## config.mk

```make
export PLATFORM = sky130hd
export DESIGN_NAME = co2_sensor_poll_and_frame_check_flat
export DESIGN_NICKNAME = d
export VERILOG_FILES = /design/src/hdl/co2poll_pkg.sv /design/src/hdl/co2poll_if.sv /design/src/hdl/co2poll_core.sv /design/src/hdl/co2poll_out.sv /design/src/hdl/co2_sensor_poll_and_frame_check.sv /design/src/flat_wrapper.sv
export SDC_FILE = /design/constraint.sdc
export NUM_CORES = 1
export LEC_CHECK = 0
export BUFFER_PORTS_ARGS = -buffer_cell sky130_fd_sc_hd__buf_2
export CAP_MARGIN = 20
export CORE_ASPECT_RATIO = 1.75
export CORE_MARGIN = 5
export CORE_UTILIZATION = 59
export CTS_CLUSTER_SIZE = 12
export DETAILED_ROUTE_END_ITERATION = 12
export GPL_ROUTABILITY_DRIVEN = 0
export PLACE_DENSITY = 0.86
export SETUP_SLACK_MARGIN = 0.2
export SLEW_MARGIN = 40
export SYNTH_ARGS = -nofsm -noshare
export SYNTH_HDL_FRONTEND = slang
export SYNTH_SLANG_ARGS = --single-unit
```

## constraint.sdc

```tcl
create_clock -name i_clk -period 5.9 [get_ports i_clk]
set_clock_uncertainty 0.2 [all_clocks]
set_input_delay 0.59 -clock i_clk [delete_from_list [all_inputs] [get_ports i_clk]]
set_output_delay 0.59 -clock i_clk [all_outputs]
set_load 0.02 [all_outputs]
```

## src/hdl/co2poll_pkg.sv

```systemverilog
// Package for the CO2 sensor poller: item codes, result record, request frame table.
// Used by every file in hdl; depends on nothing.
package co2poll_pkg;

    localparam int unsigned POLL_W    = 20;
    localparam int unsigned TMO_W     = 16;
    localparam int unsigned IDLE_W    = 21;
    localparam int unsigned CFG_IDX_W = 1;

    localparam logic [IDLE_W-1:0] IDLE_MAX   = {IDLE_W{1'b1}};
    localparam logic [TMO_W-1:0]  WAIT_MAX   = {TMO_W{1'b1}};
    localparam logic [3:0]        FRAME_LEN  = 4'd9;
    localparam logic [3:0]        FRAME_LAST = 4'd8;

    localparam logic [7:0] HDR_START = 8'hFF;
    localparam logic [7:0] HDR_CMD   = 8'h86;

    localparam logic [POLL_W-1:0] POLL_RESET = 20'd2000;
    localparam logic [TMO_W-1:0]  TMO_RESET  = 16'd5000;

    localparam logic [CFG_IDX_W-1:0] CFG_POLL_INTERVAL = 1'b0;
    localparam logic [CFG_IDX_W-1:0] CFG_REPLY_TIMEOUT = 1'b1;

    // Input item kinds; code 3 has no meaning and is ignored.
    localparam logic [1:0] IN_TICK = 2'd0;
    localparam logic [1:0] IN_BYTE = 2'd1;
    localparam logic [1:0] IN_READ = 2'd2;

    typedef enum logic [1:0] {
        RES_TX     = 2'd0,
        RES_ACCEPT = 2'd1,
        RES_REJECT = 2'd2,
        RES_READ   = 2'd3
    } t_res_kind;

    typedef struct packed {
        t_res_kind   kind;
        logic [7:0]  tx;
        logic [15:0] ppm;
        logic        fresh;
        logic        error;
        logic        last;
    } t_res;

    // Stored status, used to fill the request bytes after the first.
    typedef struct packed {
        logic [15:0] ppm;
        logic        fresh;
        logic        error;
    } t_status;

    // Read request sent to the sensor: FF 01 86 00 00 00 00 00 79.
    function automatic logic [7:0] req_byte(input logic [3:0] idx);
        logic [7:0] b;
        case (idx)
            4'd0:    b = 8'hFF;
            4'd1:    b = 8'h01;
            4'd2:    b = 8'h86;
            4'd8:    b = 8'h79;
            default: b = 8'h00;
        endcase
        return b;
    endfunction

endpackage

```

## src/hdl/co2poll_if.sv

```systemverilog
// Handshake channels of the CO2 sensor poller: input items, result items, config writes.
// Depends on co2poll_pkg for field widths.
interface co2poll_in_if;
    logic       valid;
    logic       ready;
    logic [1:0] kind;
    logic [7:0] rx_byte;
    modport source (output valid, output kind, output rx_byte, input ready);
    modport sink   (input valid, input kind, input rx_byte, output ready);
endinterface

interface co2poll_out_if;
    logic        valid;
    logic        ready;
    logic [1:0]  result_kind;
    logic [7:0]  tx_byte;
    logic [15:0] co2_ppm;
    logic        fresh;
    logic        error_flag;
    logic        last;
    modport source (output valid, output result_kind, output tx_byte, output co2_ppm,
                    output fresh, output error_flag, output last, input ready);
    modport sink   (input valid, input result_kind, input tx_byte, input co2_ppm,
                    input fresh, input error_flag, input last, output ready);
endinterface

interface co2poll_cfg_if;
    logic                                valid;
    logic                                ready;
    logic [co2poll_pkg::CFG_IDX_W-1:0]   index;
    logic [co2poll_pkg::POLL_W-1:0]      data;
    modport source (output valid, output index, output data, input ready);
    modport sink   (input valid, input index, input data, output ready);
endinterface

```

## src/hdl/co2poll_core.sv

```systemverilog
// Poll state, reply collection and frame check for the CO2 sensor poller.
// Depends on co2poll_pkg; feeds co2poll_out with at most one result record per accepted item.
module co2poll_core (
    input  logic                                i_clk,
    input  logic                                i_rst_n,
    input  logic                                i_fire,
    input  logic [1:0]                          i_kind,
    input  logic [7:0]                          i_rx_byte,
    input  logic                                i_cfg_we,
    input  logic [co2poll_pkg::CFG_IDX_W-1:0]   i_cfg_index,
    input  logic [co2poll_pkg::POLL_W-1:0]      i_cfg_data,
    output logic                                o_res_valid,
    output logic                                o_burst,
    output co2poll_pkg::t_res                   o_res,
    output co2poll_pkg::t_status                o_status
);

    logic [co2poll_pkg::POLL_W-1:0] r_interval;
    logic [co2poll_pkg::TMO_W-1:0]  r_timeout;
    logic                           r_await,  n_await;
    logic [co2poll_pkg::IDLE_W-1:0] r_idle,   n_idle;
    logic [co2poll_pkg::TMO_W-1:0]  r_wait,   n_wait;
    logic [3:0]                     r_pos,    n_pos;
    logic [7:0]                     r_sum,    n_sum;
    logic [7:0]                     r_b0, r_b1, r_b2, r_b3, r_b8;
    logic [7:0]                     n_b0, n_b1, n_b2, n_b3, n_b8;
    logic [15:0]                    r_ppm,    n_ppm;
    logic                           r_fresh,  n_fresh;
    logic                           r_err,    n_err;

    logic [co2poll_pkg::IDLE_W-1:0] idle_inc;
    logic [co2poll_pkg::TMO_W-1:0]  wait_inc;
    logic                           poll_due;
    logic                           timed_out;
    logic                           byte_take;
    logic                           byte_final;
    logic [7:0]                     b8_eval;
    logic                           frame_ok;
    logic                           evaluate;

    assign idle_inc  = (r_idle == co2poll_pkg::IDLE_MAX) ? r_idle
                     : r_idle + co2poll_pkg::IDLE_W'(1);
    assign wait_inc  = (r_wait == co2poll_pkg::WAIT_MAX) ? r_wait
                     : r_wait + co2poll_pkg::TMO_W'(1);
    assign poll_due  = idle_inc > {1'b0, r_interval};
    assign timed_out = wait_inc >= r_timeout;
    assign byte_take = r_await && (r_pos < co2poll_pkg::FRAME_LEN);
    assign byte_final = byte_take && (r_pos == co2poll_pkg::FRAME_LAST);

    // On the ninth byte the checksum byte is the incoming one.
    assign b8_eval  = (i_kind == co2poll_pkg::IN_BYTE && byte_final) ? i_rx_byte : r_b8;
    assign frame_ok = (r_b0 == co2poll_pkg::HDR_START) && (r_b1 == co2poll_pkg::HDR_CMD)
                   && (b8_eval == 8'(8'd0 - r_sum));

    always_comb begin
        n_await = r_await;
        n_idle  = r_idle;
        n_wait  = r_wait;
        n_pos   = r_pos;
        n_sum   = r_sum;
        n_b0    = r_b0;
        n_b1    = r_b1;
        n_b2    = r_b2;
        n_b3    = r_b3;
        n_b8    = r_b8;
        n_ppm   = r_ppm;
        n_fresh = r_fresh;
        n_err   = r_err;
        evaluate    = 1'b0;
        o_res_valid = 1'b0;
        o_burst     = 1'b0;
        o_res.kind  = co2poll_pkg::RES_TX;
        o_res.tx    = 8'h00;
        o_res.last  = 1'b1;

        case (i_kind)
            co2poll_pkg::IN_TICK: begin
                if (!r_await) begin
                    if (poll_due) begin
                        // Launch the request burst and clear the reply store.
                        o_res_valid = 1'b1;
                        o_burst     = 1'b1;
                        o_res.tx    = co2poll_pkg::req_byte(4'd0);
                        o_res.last  = 1'b0;
                        n_await = 1'b1;
                        n_idle  = '0;
                        n_wait  = '0;
                        n_pos   = '0;
                        n_sum   = '0;
                        n_b0    = '0;
                        n_b1    = '0;
                        n_b2    = '0;
                        n_b3    = '0;
                        n_b8    = '0;
                    end else begin
                        n_idle = idle_inc;
                    end
                end else begin
                    n_wait   = wait_inc;
                    evaluate = timed_out;
                end
            end
            co2poll_pkg::IN_BYTE: begin
                if (byte_take) begin
                    case (r_pos)
                        4'd0:    n_b0 = i_rx_byte;
                        4'd1:    n_b1 = i_rx_byte;
                        4'd2:    n_b2 = i_rx_byte;
                        4'd3:    n_b3 = i_rx_byte;
                        4'd8:    n_b8 = i_rx_byte;
                        default: n_b0 = r_b0;
                    endcase
                    if (r_pos >= 4'd1 && r_pos <= 4'd7) begin
                        n_sum = r_sum + i_rx_byte;
                    end
                    n_pos    = r_pos + 4'd1;
                    evaluate = byte_final;
                end
            end
            co2poll_pkg::IN_READ: begin
                o_res_valid = 1'b1;
                o_res.kind  = co2poll_pkg::RES_READ;
                n_fresh     = 1'b0;
            end
            default: begin
                n_await = r_await;
            end
        endcase

        if (evaluate) begin
            if (frame_ok) begin
                n_ppm   = {r_b2, r_b3};
                n_fresh = 1'b1;
                n_err   = 1'b0;
            end else begin
                n_err = 1'b1;
            end
            n_await     = 1'b0;
            n_idle      = '0;
            n_wait      = '0;
            o_res_valid = 1'b1;
            o_res.kind  = frame_ok ? co2poll_pkg::RES_ACCEPT : co2poll_pkg::RES_REJECT;
        end

        o_res.ppm   = n_ppm;
        o_res.error = n_err;
        // A reading reply shows the fresh mark before it is cleared.
        o_res.fresh = (i_kind == co2poll_pkg::IN_READ) ? r_fresh : n_fresh;
    end

    assign o_status.ppm   = r_ppm;
    assign o_status.fresh = r_fresh;
    assign o_status.error = r_err;

    always_ff @(posedge i_clk) begin
        if (!i_rst_n) begin
            r_interval <= co2poll_pkg::POLL_RESET;
            r_timeout  <= co2poll_pkg::TMO_RESET;
            r_await    <= 1'b0;
            r_idle     <= '0;
            r_wait     <= '0;
            r_pos      <= '0;
            r_sum      <= '0;
            r_ppm      <= '0;
            r_fresh    <= 1'b0;
            r_err      <= 1'b0;
        end else begin
            if (i_cfg_we && i_cfg_index == co2poll_pkg::CFG_POLL_INTERVAL) begin
                r_interval <= i_cfg_data;
            end
            if (i_cfg_we && i_cfg_index == co2poll_pkg::CFG_REPLY_TIMEOUT) begin
                r_timeout <= i_cfg_data[co2poll_pkg::TMO_W-1:0];
            end
            if (i_fire) begin
                r_await <= n_await;
                r_idle  <= n_idle;
                r_wait  <= n_wait;
                r_pos   <= n_pos;
                r_sum   <= n_sum;
                r_ppm   <= n_ppm;
                r_fresh <= n_fresh;
                r_err   <= n_err;
            end
        end
    end

    // Reply bytes are cleared on every request before they are read.
    always_ff @(posedge i_clk) begin
        if (i_fire) begin
            r_b0 <= n_b0;
            r_b1 <= n_b1;
            r_b2 <= n_b2;
            r_b3 <= n_b3;
            r_b8 <= n_b8;
        end
    end

endmodule

```

## src/hdl/co2poll_out.sv

```systemverilog
// Result register and request-burst sequencer for the CO2 sensor poller.
// Depends on co2poll_pkg; takes result records from co2poll_core.
module co2poll_out (
    input  logic                    i_clk,
    input  logic                    i_rst_n,
    input  logic                    i_load,
    input  logic                    i_burst,
    input  co2poll_pkg::t_res       i_res,
    input  co2poll_pkg::t_status    i_status,
    input  logic                    i_take_ready,
    output logic                    o_in_ready,
    output logic                    o_valid,
    output co2poll_pkg::t_res       o_res
);

    logic                   r_valid;
    co2poll_pkg::t_res      r_res;
    logic                   r_burst_on;
    logic [3:0]             r_burst_idx;
    logic                   take;
    logic                   free;
    co2poll_pkg::t_res      burst_res;

    assign take       = r_valid && i_take_ready;
    assign free       = !r_valid || take;
    // Hold the input side while request bytes are still to be sent.
    assign o_in_ready = free && !r_burst_on;

    always_comb begin
        burst_res.kind  = co2poll_pkg::RES_TX;
        burst_res.tx    = co2poll_pkg::req_byte(r_burst_idx);
        burst_res.ppm   = i_status.ppm;
        burst_res.fresh = i_status.fresh;
        burst_res.error = i_status.error;
        burst_res.last  = (r_burst_idx == co2poll_pkg::FRAME_LAST);
    end

    always_ff @(posedge i_clk) begin
        if (!i_rst_n) begin
            r_valid     <= 1'b0;
            r_burst_on  <= 1'b0;
            r_burst_idx <= '0;
        end else if (r_burst_on && free) begin
            r_valid     <= 1'b1;
            r_res       <= burst_res;
            r_burst_idx <= r_burst_idx + 4'd1;
            if (r_burst_idx == co2poll_pkg::FRAME_LAST) begin
                r_burst_on <= 1'b0;
            end
        end else if (i_load) begin
            r_valid <= 1'b1;
            r_res   <= i_res;
            if (i_burst) begin
                r_burst_on  <= 1'b1;
                r_burst_idx <= 4'd1;
            end
        end else if (take) begin
            r_valid <= 1'b0;
        end
    end

    assign o_valid = r_valid;
    assign o_res   = r_res;

endmodule

```

## src/hdl/co2_sensor_poll_and_frame_check.sv

```systemverilog
// Top level of the CO2 sensor poller: polls the sensor and checks its reply frames.
// Depends on co2poll_pkg, co2poll_if, co2poll_core and co2poll_out.
//
// Takes one item per clock while input ready is high. A tick that starts a
// poll yields nine request bytes that leave the result register one per
// cycle while the result side takes them; input ready stays low until the
// last of them is loaded by the burst sequencer that feeds the register.
// Every other item gives at most one result, which is held in the result
// register, and the next item is accepted in the same cycle as
// long as that register is free or being taken. Configuration writes are
// always ready and take effect on the next item.
module co2_sensor_poll_and_frame_check (
    input  logic                 i_clk,
    input  logic                 i_rst_n,
    co2poll_in_if.sink           i_req,
    co2poll_out_if.source        o_res,
    co2poll_cfg_if.sink          i_cfg
);

    logic                   in_ready;
    logic                   in_fire;
    logic                   res_valid;
    logic                   res_burst;
    co2poll_pkg::t_res      core_res;
    co2poll_pkg::t_status   status;
    co2poll_pkg::t_res      out_res;
    logic                   out_valid;

    assign i_req.ready = in_ready;
    assign in_fire     = i_req.valid && in_ready;
    assign i_cfg.ready = 1'b1;

    co2poll_core u_core (
        .i_clk       (i_clk),
        .i_rst_n     (i_rst_n),
        .i_fire      (in_fire),
        .i_kind      (i_req.kind),
        .i_rx_byte   (i_req.rx_byte),
        .i_cfg_we    (i_cfg.valid),
        .i_cfg_index (i_cfg.index),
        .i_cfg_data  (i_cfg.data),
        .o_res_valid (res_valid),
        .o_burst     (res_burst),
        .o_res       (core_res),
        .o_status    (status)
    );

    co2poll_out u_out (
        .i_clk        (i_clk),
        .i_rst_n      (i_rst_n),
        .i_load       (in_fire && res_valid),
        .i_burst      (res_burst),
        .i_res        (core_res),
        .i_status     (status),
        .i_take_ready (o_res.ready),
        .o_in_ready   (in_ready),
        .o_valid      (out_valid),
        .o_res        (out_res)
    );

    assign o_res.valid       = out_valid;
    assign o_res.result_kind = out_res.kind;
    assign o_res.tx_byte     = out_res.tx;
    assign o_res.co2_ppm     = out_res.ppm;
    assign o_res.fresh       = out_res.fresh;
    assign o_res.error_flag  = out_res.error;
    assign o_res.last        = out_res.last;

endmodule

```

## src/flat_wrapper.sv

```systemverilog
// flat-port wrapper written by rule: the top's interface ports become plain ports
module co2_sensor_poll_and_frame_check_flat 
  (i_clk, i_rst_n, i_req_valid, i_req_kind, i_req_rx_byte, i_req_ready, o_res_valid, o_res_result_kind, o_res_tx_byte, o_res_co2_ppm, o_res_fresh, o_res_error_flag, o_res_last, o_res_ready, i_cfg_valid, i_cfg_index, i_cfg_data, i_cfg_ready);
  co2poll_in_if i_req_i ();
  co2poll_out_if o_res_i ();
  co2poll_cfg_if i_cfg_i ();
  input  logic i_clk;
  input  logic i_rst_n;
  input wire logic [$bits(i_req_i.valid)-1:0] i_req_valid;
  input wire logic [$bits(i_req_i.kind)-1:0] i_req_kind;
  input wire logic [$bits(i_req_i.rx_byte)-1:0] i_req_rx_byte;
  output wire logic [$bits(i_req_i.ready)-1:0] i_req_ready;
  output wire logic [$bits(o_res_i.valid)-1:0] o_res_valid;
  output wire logic [$bits(o_res_i.result_kind)-1:0] o_res_result_kind;
  output wire logic [$bits(o_res_i.tx_byte)-1:0] o_res_tx_byte;
  output wire logic [$bits(o_res_i.co2_ppm)-1:0] o_res_co2_ppm;
  output wire logic [$bits(o_res_i.fresh)-1:0] o_res_fresh;
  output wire logic [$bits(o_res_i.error_flag)-1:0] o_res_error_flag;
  output wire logic [$bits(o_res_i.last)-1:0] o_res_last;
  input wire logic [$bits(o_res_i.ready)-1:0] o_res_ready;
  input wire logic [$bits(i_cfg_i.valid)-1:0] i_cfg_valid;
  input wire logic [$bits(i_cfg_i.index)-1:0] i_cfg_index;
  input wire logic [$bits(i_cfg_i.data)-1:0] i_cfg_data;
  output wire logic [$bits(i_cfg_i.ready)-1:0] i_cfg_ready;
  assign i_req_i.valid = i_req_valid;
  assign i_req_i.kind = i_req_kind;
  assign i_req_i.rx_byte = i_req_rx_byte;
  assign i_req_ready = i_req_i.ready;
  assign o_res_valid = o_res_i.valid;
  assign o_res_result_kind = o_res_i.result_kind;
  assign o_res_tx_byte = o_res_i.tx_byte;
  assign o_res_co2_ppm = o_res_i.co2_ppm;
  assign o_res_fresh = o_res_i.fresh;
  assign o_res_error_flag = o_res_i.error_flag;
  assign o_res_last = o_res_i.last;
  assign o_res_i.ready = o_res_ready;
  assign i_cfg_i.valid = i_cfg_valid;
  assign i_cfg_i.index = i_cfg_index;
  assign i_cfg_i.data = i_cfg_data;
  assign i_cfg_ready = i_cfg_i.ready;
  co2_sensor_poll_and_frame_check u_core (.i_clk(i_clk), .i_rst_n(i_rst_n), .i_req(i_req_i), .o_res(o_res_i), .i_cfg(i_cfg_i));
endmodule
```

==> results.md <==
* Critical path buffers and inverters at 2
* Chip Width at 105.3 µm
* I/O pins at 68
* Initial DRC count at 689
* Post-synth cell types at 72
* Synth Area in Compound Gates at 16.40%
* Area leader, netlist: dfxtp_1
* Root Buffer Master: clkbuf_16
* Worst skew pair latency at 430 ps
* Post-synthesis xor/xnor area fraction at 3.792%
* Worst setup path startpoint: u_core.u_core.r_idle[17]
* Clock Power Share at 45.0%
* Synth Flop Type: dfxtp_1
* CTS sink count at 174
* Most frequent cells after synthesis: nand2_1, dfxtp_1, a21oi_1
* Slew headroom at 48.59%
* Worst Path Required at 5900 ps
* Die Y at 176.7 µm
* Register area at 4124 µm²
* Starting Density at 59.60%
* CP endpoint kind: flop
* Crit path time final at 5264 ps
* Pre-Repair DR Iteration Count at 7
* Area contributors post-synth: dfxtp_1, edfxtp_1, ha_1
* R2R setup slack at 640 ps
* PostCTS Resize Cnt at 0
* TritonCTS Buffers at 17
* CTS tree: yes
* Full die area at 18,600 µm²
* Port-buffer cells at 66
* Buffer count from post-CTS setup fixing at 0
* Critical path launch point type: flop
* Hpwl dp at 16,880 µm
* Global-route wire length before repair at 38,090 µm
* Setup crit end: u_core.u_core.r_b3[0]
* Worst IR Drop VDD at 0.0002218 V
* Slowest CP cell: or4_1
* Max-cap violation count at 0
* R2R depth at 16
* Ys async rst share at 0%
* Antenna-violating nets left at 0
* Footprint of the multi-input gates at 4820 µm²
* Cells after Synth at 1,009
* Vias per Instance at 6.370
* Outcome: complete, no violations
* Yosys warnings at 0
* Area of the mapped netlist at 9370 µm²
* Register area share after synthesis at 44.01%
* Gr usage total at 25.15%
* Rows at 61
* Core area at 15,720 µm²
* N_diodes at 0
* Period utilisation layout at 89.22%
* Reg power frac at 49.2%
* Via count at 8,001
* Top delay family on crit path: simple AND/OR/NAND/NOR gates
* Area Growth Syn to Fin at 11.59%
* Vias in the first global route at 7,970
* Leak Pwr at 4.055 nW
* Most used cell, CP: nand3_1
* Logic pwr share at 5.8%
* Wirelength per Cell at 18.80 µm
* Hold_buf cts at 0
* Sw Ratio at 26.41%
* Crit path kind: flop to flop
* Slowest cell delay on critical path at 740 ps
* Share of layout cells above drive strength 1 at 14.81%
* Largest family of logic cells by synthesized area: simple AND/OR/NAND/NOR gates
* Power Internal at 1.889 mW
* HP Start: i_cfg_data[18]
* Setup-failing EPs final at 0
* Post-Syn Nets at 1,101
* Yosys reg bits at 174
* Net Sw Power at 678.2 µW
* Final Net Count at 1,146
* # DRC at 0
* Mux contribution to synthesized area at 3.565%
* RR Startpoint: u_core.u_core.r_idle[17]
* Initial antenna violation count at 0
* H-tree levels at 4
* Post-Synth Adder-Cell Area at 7.558%
* Total negative setup slack at 0 ps
* Unrepaired setup endpoints after global routing: false
* EDFF count, synth at 64
* Simple-Gate Fraction of Synth Area at 19.75%
* Hold Vio Cnt, Final at 0
* Worst-Margin Slew at 770.3 ps
* Count leader, synth: nand2_1
* Power, Total at 2.568 mW
* Synthesized area per cell at 9.287 µm²
* Capture point of the worst reg-to-reg path: u_core.u_core.r_b3[0]
* Clock transition at path regs at 80 ps
* Critical Path Fanout Max at 14
* Congestion Overflow GR at 0
* Final wirelength at 23,610 µm
* Yosys top cell area share at 23.50%
* Final-layout fill cell count at 1,223
* Critical path, cell by cell: nand3_1 -> or2_2 -> or4_1 -> and2_1 -> and3_1 -> xnor2_1 -> inv_1 -> ha_1 -> a21oi_1 -> o21ai_0 -> a2111oi_0 -> nand3_1 -> a21boi_2 -> o21bai_1 -> a21boi_0 -> buf_4
* Critical path arrival at 5260 ps
* Max-slew violation total from the final report at 0
* Max Buffers Root-to-Sink at 2
* Stages on the worst setup path at 16
* Hold Path Class: input port to flop
* Power Density at 245.6 nW/µm²
* Max Freq at 190.0 MHz
* Maximum number of pins on one net before global-route repair at 52
-- power groups by stage --
stage | combinational (mW) | sequential [mW] | clock, mW
5_1_grt | 0.163 | 1.26 | 1.22
4_1_cts | 0.147 | 1.26 | 1.16
2_1_floorplan | 0.0904 | 1.29 | 0
3_3_place_gp | 0.142 | 1.29 | 0
3_5_place_dp | 0.146 | 1.29 | 0
6_report | 0.149 | 1.26 | 1.16
-- metrics by stage --
step / hold WS (ps) / util [%] / cells / area [µm²] / setup WS (ps)
6_report: 192.4 / 66.50 / 1256 / 10460 / 635.8
5_1_grt: 198.6 / 66.50 / 1256 / 10460 / 233.1
4_1_cts: 192.8 / 66.47 / 1256 / 10450 / 710.8
3_5_place_dp: 251.9 / 62.53 / 1224 / 9831 / 799.9
3_3_place_gp: 242.9 / 62.43 / 1224 / 9816 / 862.1
2_1_floorplan: 236.3 / - / 1009 / 9370 / 512.0
-- layout make-up --
cell class | count | share of cell area [%]
Tap cell | 189 | 2.262
Timing Repair Buffer | 81 | 4.236
Clock buffer | 17 | 4.068
Sequential cell | 174 | 39.44
Clock inverter | 15 | 1.855
Inverter | 57 | 2.046
Multi-Input combinational cell | 723 | 46.09
-- worst min-delay path by stage --
stage,to,slack (ps),cells after the start
2_1_floorplan,u_core.u_core.r_interval[11],240,2
3_3_place_gp,u_core.u_core.r_interval[5],240,2
3_5_place_dp,u_core.u_core.r_timeout[2],250,2
4_1_cts,u_core.u_core.r_interval[19],190,3
5_1_grt,u_core.u_core.r_interval[16],200,3
6_report,u_core.u_core.r_interval[18],190,3
-- worst register-to-register path: cells and delay by family, from the launching register on --
family	cells	cell delay, ps
AO/OA/AOI/OAI	6	1800
buffers and inverters	2	280
AND/OR/NAND/NOR	6	1830
adder cells (fa/ha/maj)	1	320
flip-flops	1	410
XOR/XNOR	1	200
-- placed cells by master (no fill, tap or decap), types with 14 or more instances in the layout --
cell type / n
o211ai_1: 16
and3_1: 17
clkbuf_16: 17
ha_1: 55
inv_1: 56
a31oi_1: 17
dfxtp_1: 110
nor2_1: 37
and2_1: 17
nand2_1: 126
xnor2_1: 28
buf_4: 15
o21ai_0: 52
nand3_1: 60
nor3_1: 14
edfxtp_1: 64
a21oi_1: 78
buf_2: 66
-- flip-flops by register name (all words and copies together) (netlist names), 4 cells and up --
register / cells
u_core.u_core.r_wait: 16
u_core.u_core.r_b8: 8
u_core.u_core.r_ppm: 16
u_core.u_core.r_interval: 20
u_core.u_core.r_b3: 8
u_core.u_core.r_b0: 8
u_core.u_out.r_burst_idx: 4
u_core.u_core.r_sum: 8
u_core.u_core.r_b2: 8
u_core.u_core.r_pos: 4
u_core.u_out.o_res: 24
u_core.u_core.r_idle: 21
u_core.u_core.r_b1: 8
u_core.u_core.r_timeout: 16
-- layer usage --
layer  track usage [%]  vias up  wire length (µm)
li1                  -     3761                 -
met1             26.83     3781              8511
met2             46.87      370             12590
met3             3.724       89              1317
met4             13.17        0              1190
met5                 0        -                 0
-- logic make-up (layout without fill, tap and decap cells) --
group,after synthesis,count (layout)
muxes,28,28
DFF,174,174
AOI/OAI and AO/OA,242,242
other,1,1
xor gates and xnor gates,39,39
adders and majority gates,56,56
and+or+nand+nor,357,357
buffers and inverters,112,170
Note: power is estimated with default switching activity, not from simulation.
